File: src/union_find_set_table_defines.svh
// Assertion helpers shared by the set table RTL.
// Both expect a clock named clk and an active-low reset named arst_n in scope.
`ifndef UNION_FIND_SET_TABLE_DEFINES_SVH
`define UNION_FIND_SET_TABLE_DEFINES_SVH

// Consequent must hold in the same cycle as the antecedent.
`define UFT_ASSERT_IMPL(lbl, ante, cons) \
	lbl: assert property (@(posedge clk) disable iff (!arst_n) (ante) |-> (cons)) \
		else $error("set table: assertion failed");

// Consequent must hold in the cycle after the antecedent.
`define UFT_ASSERT_NEXT(lbl, ante, cons) \
	lbl: assert property (@(posedge clk) disable iff (!arst_n) (ante) |=> (cons)) \
		else $error("set table: assertion failed");

`endif

File: src/uft_ram.sv
`default_nettype none

module uft_ram #(
	parameter int DEPTH = 256,
	parameter int AW    = 8,
	parameter int DW    = 8
) (
	input  wire logic          clk,
	input  wire logic          we,
	input  wire logic [AW-1:0] waddr,
	input  wire logic [DW-1:0] wdata,
	input  wire logic [AW-1:0] raddr,
	output logic      [DW-1:0] rdata
);

	logic [DW-1:0] mem [DEPTH];

	always_ff @(posedge clk) begin
		if (we) begin
			mem[waddr] <= wdata;
		end
	end

	always_ff @(posedge clk) begin
		rdata <= mem[raddr];
	end

endmodule

`default_nettype wire

File: config.mk
export PLATFORM = sky130hd
export DESIGN_NAME = uft_ram
export DESIGN_NICKNAME = d
export VERILOG_FILES = /design/src/union_find_set_table_defines.svh /design/src/uft_ram.sv
export SDC_FILE = /design/constraint.sdc
export NUM_CORES = 2
export LEC_CHECK = 0
export BUFFER_PORTS_ARGS = -buffer_cell sky130_fd_sc_hd__buf_2
export CORE_ASPECT_RATIO = 0.9
export CORE_MARGIN = 4
export CORE_UTILIZATION = 45
export DETAILED_ROUTE_END_ITERATION = 8
export MAX_ROUTING_LAYER = met4
export PLACE_DENSITY_LB_ADDON = 0.05
export SYNTH_ARGS = -nofsm -noshare
export SYNTH_HDL_FRONTEND = slang
export SYNTH_SLANG_ARGS = --single-unit
File: constraint.sdc
create_clock -name clk -period 7.87 [get_ports clk]
set_clock_uncertainty 0.15 [all_clocks]
set_input_delay 2.361 -clock clk [delete_from_list [all_inputs] [get_ports clk]]
set_output_delay 2.361 -clock clk [all_outputs]
set_load 0.01 [all_outputs]
==> results.tsv <==
metric	value	unit
clk_pin_slew_worst_paths	0.06	ns
synth_top_family_by_area	multiplexers	
initial_utilization	0.4522	
finalMaxSlewViolations	0	
worst_pin_slew	1.413	ns
synthAdderAreaFrac	0	
setup_viol_count_final	0	
hold-path-cell-count	6	
place_inst	5998	
worst_ep_required_time	8.35	ns
status	complete, no violations	
gp_congestion	0.8197	
cp-end-kind	flop	
vdd_ir_drop_max	197.1	uV
drt-initial-drc-count	4327	
yosys.area_share.simple	0.02628	
num_vias	38480	
synth_cells	3733	
cts.path.max_buffers	3	
antenna_found_initial	7	
ant_nets	0	
grt_pass1_vias	39570	
wire_per_inst	32.55	um
io_pins	34	
synth_compound_area_frac	0.03419	
first_pass_iters	6	
cts_tree	built	
tns	0	ns
area_growth_syn_to_layout	11.89	%
synth_xor_area_frac	0	
rsz0062_at_grt	no	
layout-drive-gt1-share	0.2263	
synth_edf_count	2048	
period_share	0.7161	
synth.area.mux_share	0.1462	
clk_latency	0.82	ns
rows	146	
grt_use_total	0.2345	
cts-root-buf	clkbuf_16	
fin_cells	6386	
hold_buffers	0	
grt_pass1_wl	297200	um
fmax	177.4	MHz
cts_resized	0	
reg2reg_depth	5	
path_class	input port to flop	
reg2reg_slack	4.83	ns
die_h	406.9	um
yosysSeqAreaShare	0.7750	
dpl_worst_slack	1.411	ns
path_max_fanout	75	
hold_violations	0	
drc	0	
yosys-top-cells-area	edfxtp_1 (77%), mux4_2 (13%), mux2i_1 (1.7%)	
clock_sinks	2056	
syn_avg_cell_area	21.31	um^2
cellLeakagePower	27.28	nW
maxCapViolCount	0	
grt_overflow	0	
routed_wirelength	207900	um
syn_nets	3759	
cts-buffers-inserted	206	
yosysWarnings	0	
ys.flop_type	edfxtp_1	
netlist_area	79560	um^2
ys_seq_elements	2056	
vias_per_cell	6.026	
grt_max_degree	157	
pwr_density_cell	257.4	nW/um^2
hp-class	flop to flop	
cts_setup_buffers	0	
relSlewSlack	0.04932	
place_hpwl	128300	um
period_needed	5.636	ns
worstPathArrival	6.11	ns
synthDistinctLibCells	55	
port-buffer-count	33	
fin_ws	2.234	ns
fp.dieArea	183600	um^2
async_reset_ff_frac	0	
die_w	451.2	um
synth.top_cell.area_share	0.7730	
yosysTopAreaCell	edfxtp_1	
fin_nets	3864	
design.core.area	175900	um^2
htree_levels	4	
setup.worst_path.start_class	input port	
registers in the layout, indices dropped and copies added (netlist names):
name	count
mem	2048
rdata	8
Yosys cell counts (all sizes together), types with 12 or more instances:
| cell type | number |
|---|---|
| a211oi | 16 |
| a21oi | 96 |
| a221oi | 14 |
| a22oi | 133 |
| buf | 122 |
| clkbuf | 111 |
| edfxtp | 2048 |
| mux2i | 134 |
| mux4 | 456 |
| nand2 | 33 |
| nand3 | 34 |
| nor2 | 282 |
| nor2b | 31 |
| nor3 | 22 |
| nor4 | 27 |
| o21ai | 12 |
| o221ai | 47 |
| o22ai | 28 |
where the power goes:
part | switching (mW) | leakage [nW] | internal [mW] | total (mW)
Sequential | 0.0204 | 18.5 | 12.1 | 12.1
Clock | 4.08 | 3.31 | 5.64 | 9.72
Combinational | 0.737 | 5.50 | 0.359 | 1.10
Total | 4.84 | 27.3 | 18.1 | 22.9
kinds of logic after synthesis:
| logic type | count (synthesis) |
|---|---|
| buf+inv | 235 |
| compound gates | 385 |
| simple gates | 466 |
| mux | 591 |
| flops | 2056 |
stage by stage:
stage               utilization  power (mW)  hold slack, ns  area, um^2
floorplan                     -       12.90          0.6199       79560
global placement         0.4679       13.42          0.8795       82320
detailed placement       0.4680       13.44          0.8726       82320
CTS                      0.5060       23.11          0.8966       89010
global route             0.5060       23.63          0.9893       89010
finish                   0.5060       22.92          0.9099       89020
path summary, 6_finish.rpt:
path / start / end
hold reg to reg: mem[41][3] / rdata[3]
setup reg to reg: mem[216][1] / rdata[1]
hold / removal: mem[41][3] / rdata[3]
setup / recovery: raddr[0] / rdata[7]
cell type report:
cell class / instances / area (um^2)
diodes: 5 / 12.51
clock buffers: 251 / 5553
clock inverters: 132 / 1134
multi-input cells: 1442 / 16500
well taps: 2368 / 2963
inverters: 2 / 7.507
repair buffers: 130 / 1192
flip-flops and latches: 2056 / 61660
fillers: 13920 / 86900
metal layers:
metal  global-route usage  part of all wire
met2               0.3663              0.48
met1               0.3298              0.44
met5                    -                 0
met3              0.03396             0.059
met4              0.05906             0.025
critical path: stages:
cell and delay (ns):
buf_8 0.46, buf_12 0.46, buf_4 0.33, mux2i_1 0.27, a221oi_1 0.13, o211ai_1 0.18
nand3_1 0.16, nor4_1 1.21, nor4_1 0.19
placed cells by master, fill, tap and decap left out, drive strengths merged, types with 2 or more instances in the layout:
| cell type | count |
|---|---|
| a2111oi | 5 |
| a211oi | 16 |
| a21oi | 96 |
| a221oi | 14 |
| a22o | 8 |
| a22oi | 133 |
| a311oi | 2 |
| a31oi | 2 |
| and2 | 6 |
| and3b | 2 |
| buf | 127 |
| bufinv | 20 |
| clkbuf | 254 |
| clkinv | 104 |
| clkinvlp | 3 |
| dfxtp | 8 |
| diode | 5 |
| edfxtp | 2048 |
| inv | 7 |
| mux2i | 134 |
| mux4 | 456 |
| nand2 | 33 |
| nand2b | 8 |
| nand3 | 34 |
| nand3b | 2 |
| nand4 | 10 |
| nor2 | 282 |
| nor2b | 31 |
| nor3 | 22 |
| nor4 | 27 |
| o211ai | 10 |
| o21ai | 12 |
| o221ai | 47 |
| o22a | 5 |
| o22ai | 28 |
| o32ai | 5 |
| or2 | 4 |
(Power assumes the default switching activity.)
