===== src/union_find_set_table_defines.svh =====
// Assertion helpers shared by the set table RTL.
// Both expect a clock named clk and an active-low reset named arst_n in scope.
`ifndef UNION_FIND_SET_TABLE_DEFINES_SVH
`define UNION_FIND_SET_TABLE_DEFINES_SVH

// Consequent must hold in the same cycle as the antecedent.
`define UFT_ASSERT_IMPL(lbl, ante, cons) \
	lbl: assert property (@(posedge clk) disable iff (!arst_n) (ante) |-> (cons)) \
		else $error("set table: assertion failed");

// Consequent must hold in the cycle after the antecedent.
`define UFT_ASSERT_NEXT(lbl, ante, cons) \
	lbl: assert property (@(posedge clk) disable iff (!arst_n) (ante) |=> (cons)) \
		else $error("set table: assertion failed");

`endif


===== src/uft_pkg.sv =====
`default_nettype none

package uft_pkg;

	localparam int ELEM_W = 8;
	localparam int ROOT_W = 8;
	localparam int SIZE_W = 9;

	localparam logic FUNC_FIND  = 1'b0;
	localparam logic FUNC_UNION = 1'b1;

	typedef struct packed {
		logic              func;
		logic [ELEM_W-1:0] first;
		logic [ELEM_W-1:0] second;
	} op_t;

	typedef struct packed {
		logic [ROOT_W-1:0] root_first;
		logic [ROOT_W-1:0] root_second;
		logic [ROOT_W-1:0] final_root;
		logic [SIZE_W-1:0] final_size;
		logic              already_joined;
	} res_t;

	typedef enum logic [2:0] {
		ST_CLEAR,
		ST_IDLE,
		ST_FIND_A,
		ST_FIND_B,
		ST_COMP_A,
		ST_COMP_B,
		ST_LINK,
		ST_DONE
	} state_t;

endpackage

`default_nettype wire


===== src/uft_ctrl.sv =====
`default_nettype none
`include "union_find_set_table_defines.svh"

module uft_ctrl #(
	parameter int NUM_ELEMENTS = 256,
	parameter int IDX_W        = 8,
	parameter int SZ_W         = 9
) (
	input  wire logic              clk,
	input  wire logic              arst_n,
	input  wire logic              op_valid,
	output logic                   op_stall,
	input  wire uft_pkg::op_t      op,
	output logic                   res_valid,
	input  wire logic              res_take,
	output uft_pkg::res_t          res,
	output logic                   p_we,
	output logic      [IDX_W-1:0]  p_waddr,
	output logic      [IDX_W-1:0]  p_wdata,
	input  wire logic [IDX_W-1:0]  p_rdata,
	output logic                   s_we,
	output logic      [IDX_W-1:0]  s_waddr,
	output logic      [SZ_W-1:0]   s_wdata,
	input  wire logic [SZ_W-1:0]   s_rdata,
	output logic      [IDX_W-1:0]  rd_addr
);

	localparam int                 TAB_DEPTH = 2 ** uft_pkg::ELEM_W;
	localparam logic [IDX_W-1:0]   LAST_IDX  = IDX_W'(NUM_ELEMENTS - 1);

	uft_pkg::state_t   state_q, state_d;
	logic [IDX_W-1:0]  cnt_q;
	logic              func_q;
	logic [IDX_W-1:0]  a_q, b_q, cur_q, ra_q, rb_q, win_q, lose_q;
	logic [SZ_W-1:0]   sa_q, sum_q;
	uft_pkg::res_t     res_q;

	logic [IDX_W-1:0]  mod_tab [TAB_DEPTH];
	logic [IDX_W-1:0]  a_in, b_in;
	logic              found;

	// Element indices wrap modulo NUM_ELEMENTS; the lookup table is fixed at elaboration.
	for (genvar g = 0; g < TAB_DEPTH; g++) begin : g_mod
		assign mod_tab[g] = IDX_W'(g % NUM_ELEMENTS);
	end

	assign a_in  = mod_tab[op.first];
	assign b_in  = mod_tab[op.second];
	assign found = (p_rdata == cur_q);
	assign res   = res_q;

	function automatic logic [uft_pkg::ROOT_W-1:0] to_root(input logic [IDX_W-1:0] r);
		logic [IDX_W+uft_pkg::ROOT_W-1:0] w;
		w = {{uft_pkg::ROOT_W{1'b0}}, r};
		return w[uft_pkg::ROOT_W-1:0];
	endfunction

	function automatic logic [uft_pkg::SIZE_W-1:0] to_size(input logic [SZ_W-1:0] s);
		logic [SZ_W+uft_pkg::SIZE_W-1:0] w;
		w = {{uft_pkg::SIZE_W{1'b0}}, s};
		return w[uft_pkg::SIZE_W-1:0];
	endfunction

	always_ff @(posedge clk or negedge arst_n) begin
		if (!arst_n) begin
			state_q <= uft_pkg::ST_CLEAR;
			cnt_q   <= '0;
		end else begin
			state_q <= state_d;
			if (state_q == uft_pkg::ST_CLEAR) begin
				cnt_q <= cnt_q + 1'b1;
			end
		end
	end

	always_comb begin
		state_d   = state_q;
		op_stall  = 1'b1;
		res_valid = 1'b0;
		p_we      = 1'b0;
		p_waddr   = cur_q;
		p_wdata   = win_q;
		s_we      = 1'b0;
		s_waddr   = win_q;
		s_wdata   = sum_q;
		rd_addr   = cur_q;
		case (state_q)
			uft_pkg::ST_CLEAR: begin
				p_we    = 1'b1;
				p_waddr = cnt_q;
				p_wdata = cnt_q;
				s_we    = 1'b1;
				s_waddr = cnt_q;
				s_wdata = SZ_W'(1);
				if (cnt_q == LAST_IDX) begin
					state_d = uft_pkg::ST_IDLE;
				end
			end
			uft_pkg::ST_IDLE: begin
				op_stall = 1'b0;
				rd_addr  = a_in;
				if (op_valid) begin
					state_d = uft_pkg::ST_FIND_A;
				end
			end
			uft_pkg::ST_FIND_A: begin
				if (!found) begin
					rd_addr = p_rdata;
				end else if (func_q == uft_pkg::FUNC_UNION) begin
					rd_addr = b_q;
					state_d = uft_pkg::ST_FIND_B;
				end else begin
					state_d = uft_pkg::ST_DONE;
				end
			end
			uft_pkg::ST_FIND_B: begin
				if (!found) begin
					rd_addr = p_rdata;
				end else if (cur_q == ra_q) begin
					state_d = uft_pkg::ST_DONE;
				end else begin
					rd_addr = a_q;
					state_d = uft_pkg::ST_COMP_A;
				end
			end
			uft_pkg::ST_COMP_A: begin
				if (cur_q == ra_q) begin
					rd_addr = b_q;
					state_d = uft_pkg::ST_COMP_B;
				end else begin
					p_we    = 1'b1;
					rd_addr = p_rdata;
				end
			end
			uft_pkg::ST_COMP_B: begin
				if (cur_q == rb_q) begin
					state_d = uft_pkg::ST_LINK;
				end else begin
					p_we    = 1'b1;
					rd_addr = p_rdata;
				end
			end
			uft_pkg::ST_LINK: begin
				p_we    = 1'b1;
				p_waddr = lose_q;
				s_we    = 1'b1;
				state_d = uft_pkg::ST_DONE;
			end
			uft_pkg::ST_DONE: begin
				res_valid = 1'b1;
				if (res_take) begin
					state_d = uft_pkg::ST_IDLE;
				end
			end
			default: begin
				state_d = uft_pkg::ST_IDLE;
			end
		endcase
	end

	// The parent of cur_q arrives on p_rdata in the cycle after its address was issued.
	always_ff @(posedge clk) begin
		case (state_q)
			uft_pkg::ST_IDLE: begin
				if (op_valid) begin
					func_q <= op.func;
					a_q    <= a_in;
					b_q    <= b_in;
					cur_q  <= a_in;
				end
			end
			uft_pkg::ST_FIND_A: begin
				if (found) begin
					ra_q                 <= cur_q;
					sa_q                 <= s_rdata;
					cur_q                <= b_q;
					res_q.root_first     <= to_root(cur_q);
					res_q.root_second    <= to_root(cur_q);
					res_q.final_root     <= to_root(cur_q);
					res_q.final_size     <= to_size(s_rdata);
					res_q.already_joined <= 1'b0;
				end else begin
					cur_q <= p_rdata;
				end
			end
			uft_pkg::ST_FIND_B: begin
				if (found) begin
					rb_q              <= cur_q;
					cur_q             <= a_q;
					res_q.root_second <= to_root(cur_q);
					sum_q             <= sa_q + s_rdata;
					if (sa_q < s_rdata) begin
						win_q  <= cur_q;
						lose_q <= ra_q;
					end else begin
						win_q  <= ra_q;
						lose_q <= cur_q;
					end
					if (cur_q == ra_q) begin
						res_q.already_joined <= 1'b1;
					end
				end else begin
					cur_q <= p_rdata;
				end
			end
			uft_pkg::ST_COMP_A: begin
				if (cur_q == ra_q) begin
					cur_q <= b_q;
				end else begin
					cur_q <= p_rdata;
				end
			end
			uft_pkg::ST_COMP_B: begin
				if (cur_q != rb_q) begin
					cur_q <= p_rdata;
				end
			end
			uft_pkg::ST_LINK: begin
				res_q.final_root <= to_root(win_q);
				res_q.final_size <= to_size(sum_q);
			end
			default: begin
			end
		endcase
	end

	`UFT_ASSERT_IMPL(a_idle_no_write, state_q == uft_pkg::ST_IDLE, !p_we && !s_we)
	`UFT_ASSERT_IMPL(a_comp_keeps_root, p_we && (state_q == uft_pkg::ST_COMP_A), cur_q != ra_q)
	`UFT_ASSERT_IMPL(a_find_roots_match, res_valid && (func_q == uft_pkg::FUNC_FIND), (res.root_first == res.root_second) && !res.already_joined)
	`UFT_ASSERT_IMPL(a_no_rw_collision, p_we && (state_q != uft_pkg::ST_CLEAR) && (state_q != uft_pkg::ST_LINK), p_waddr != rd_addr)
	`UFT_ASSERT_NEXT(a_accept_starts_walk, op_valid && !op_stall, state_q == uft_pkg::ST_FIND_A)

endmodule

`default_nettype wire

===== config.mk =====
export PLATFORM = sky130hd
export DESIGN_NAME = uft_ctrl
export DESIGN_NICKNAME = d
export VERILOG_FILES = /design/src/uft_pkg.sv /design/src/uft_ctrl.sv
export VERILOG_INCLUDE_DIRS = /design/src /design/src/src
export SDC_FILE = /design/constraint.sdc
export NUM_CORES = 1
export LEC_CHECK = 0
export BUFFER_PORTS_ARGS = -buffer_cell sky130_fd_sc_hd__buf_2
export CAP_MARGIN = 20
export CORE_MARGIN = 2
export CORE_UTILIZATION = 30
export DETAILED_ROUTE_END_ITERATION = 16
export PLACE_DENSITY_LB_ADDON = 0.12
export REMOVE_ABC_BUFFERS = 1
export SYNTH_ARGS = -nofsm -noshare
export SYNTH_HDL_FRONTEND = slang
export SYNTH_SLANG_ARGS = --single-unit

===== constraint.sdc =====
create_clock -name clk -period 11.75 [get_ports clk]
set_clock_uncertainty 0.2 [all_clocks]
set_input_delay 1.175 -clock clk [delete_from_list [all_inputs] [get_ports clk]]
set_output_delay 1.175 -clock clk [all_outputs]
set_load 0.01 [all_outputs]

==> results.toml <==
[timing]
worst-slew-pin-transition_ns = 1.01
finalSetupTns_ns = 0
timing.fmax_mhz = 181
setup_viol = 0
min_period_over_period_pct = 47.1
timing_hold_violations_final = 0
slew_headroom_pct = 32.6
timing.final.max_slew_violations = 0
setup_ws_final_ns = 6.21
rsz0062_at_grt = "false"
crit_path_time_final_ns = 5.54

[final_layout]
syn2layout_area_growth_pct = 18.1
final_cell_mix = "buf_2, edfxtp_1, nand2_1"
fin_nets = 730
sequential_cell_area_sq_um = 3310
layout_commonest_cell = "buf_2"
fillcell_total = 2038
multi_input_comb_area_sq_um = 2670
instances_no_fill = 948
utilization_pct = 36.2
final_layout_size_suffix_gt1_share_pct = 23.6

[clocking]
clk-insertion-delay-late_ns = 0.36
cts_buffer_depth = 2
clock_sinks = 112
root_buffer = "clkbuf_16"
cts_hold_buffers = 0
cts-resized-gates = 0
clock_pin_slew_on_the_worst_setup_and_hold_paths_ns = 0.07
clock_tree_from_tritoncts = "done"
postCtsSetupRepairBufs = 0
numCtsBuffers = 9
h-tree-depth = 3

[global_routing]
maximum_number_of_pins_on_one_net_before_global_route_repair = 39
met1_usage_pct = 22.5
grt_first_pass_wirelength_microns = 27300
groute.usage.overall_pct = 16.3
met2_usage_pct = 25.6
overflow = 0
globalRouteMet3Util_pct = 3.90
number_of_antenna_violations_at_the_first_check_in_global_routing = 0
busiest_layer = "met2"
vias_in_the_first_global_route = 4759

[critical_path]
worstSetupEndpointType = "primary output"
criticalPathCategory = "primary input to primary output"
worst-endpoint-required_ns = 10.38
critical_path.startpoint_type = "primary input"
crit_fanout = 21
critical_path_arrival_ns = 4.16

[synth]
synth.lib_cells_used.distinct = 50
synth-edff-count = 101
post_synth.cell_area_avg_sq_um = 10.9
ys_dominant_reg_cell = "edfxtp_1"
ys_ff_latch = 112
ys_seq_area_share_pct = 52.9
asyncSetResetFlopFracSynth_pct = 9.82
synthesis.instances = 575
netlist_area_sq_um = 6250
yosys_warnings = 0

[worst_hold_path]
holdCritPathClass = "register to register"

[run]
maxCapViolCount = 0

[route]
drt-initial-drc-count = 214
route.detailed.wl_per_inst_microns = 18.5
firstDrtPassIters = 4
route.detailed.vias_per_inst = 5.00
vias_after_detailed_routing = 4741
post-route-drc-count = 0
antenna_violating_nets_post_route = 0
finalWirelength_microns = 17500

[die]
start_util_pct = 30.7
io_pins = 117
core_sq_um = 20400
row_count = 52
dieArea_sq_um = 22000
width_of_the_die_microns = 148
die_h_microns = 148

[power]
total_power_density_per_cell_area_nw_per_um2 = 213
p_leak_uw = 0.00295
peakVddDrop_v = 0.0000759
power_uw = 1570

[placement]
placement.io_buffers = 116
detailed_place_hpwl_microns = 12000
place_inst = 932
gp_weighted_congestion = 0.808
post-place-ws_ns = 6.21

[status]
status = "completed"
==> per-layer routing <==
layer | wire [microns] | up-vias
li1 | - | 2279
met1 | 8240 | 2296
met2 | 8070 | 150
met3 | 955 | 16
met4 | 263 | 0
met5 | 0 | -
==> cell type report <==
class / instances / share of cell area, %
flip-flops and latches: 112 / 44.8
clock buffers: 13 / 3.66
well taps: 270 / 4.58
multi-input cells: 401 / 36.2
clock inverters: 2 / 0.508
repair buffers: 129 / 9.19
inverters: 20 / 1.02
diodes: 1 / 0.0339
==> per-stage QoR <==
step | cell area (sq um) | hold slack (ns)
2_1_floorplan | 6040 | 0.266
3_3_place_gp | 7070 | 0.304
3_5_place_dp | 7070 | 0.302
4_1_cts | 7380 | 0.315
5_1_grt | 7380 | 0.321
6_report | 7380 | 0.318
==> logic make-up (layout without fill, tap and decap cells) <==
family	count (synthesis)	in the layout	synth area share, %
simple gates	191	191	13.9
mux	40	40	6.88
other cells	0	1	0
fa+ha+maj	19	19	3.92
buf+inv	62	164	4.56
xor+xnor	38	38	5.32
compound gates	113	113	12.5
flops	112	112	52.9
==> synth_stat cells, types with 12 or more instances <==
master    instances  area [sq um]
ha_1             18           225
nor2b_1          18           113
nand2_1          95           357
xnor2_1          22           193
nand3_1          16          80.1
xor2_1           16           140
clkbuf_1         17          63.8
o21ai_0          19          95.1
edfxtp_1        101          3030
mux2_1           18           203
nor2_1           36           135
a21oi_1          21           105
buf_2            12          60.1
inv_1            18          67.6
a211oi_1         15           113
mux2i_1          16           160
==> worst max-delay path, cell delays in order <==
cell and delay, ns:
buf_2 0.14, xor2_1 0.18, nor4_4 0.89, nand3_1 0.90, o311ai_1 0.58, a221o_1 0.17, buf_2 0.12
==> final timing paths <==
check | startpoint | end | slack (ns) | cells after the start
min | cnt_q[7] | cnt_q[7] | 0.32 | 1
max | p_rdata[7] | rd_addr[6] | 6.21 | 7
max reg2reg | cur_q[7] | res[6] | 7.38 | 5
max in group asynchronous | arst_n | cnt_q[5] | 10.62 | 1
min reg2reg | cnt_q[7] | cnt_q[7] | 0.32 | 1
min in group asynchronous | arst_n | state_q[0] | 0.50 | 1
==> sequential cells by signal, indices dropped and copies added, names as in the netlist <==
register and count:
res 34, sa_q 9, sum_q 9, a_q 8, b_q 8, cnt_q 8, cur_q 8, lose_q 8
rb_q 8, win_q 8, state_q 3, func_q 1
==> report_power, final <==
group	switching [uW]	total [uW]	internal, uW
clock	143	325	182
combinational	419	657	238
sequential	64.7	589	525
total	626	1570	945
No activity file was read; power rests on OpenSTA's default activity.
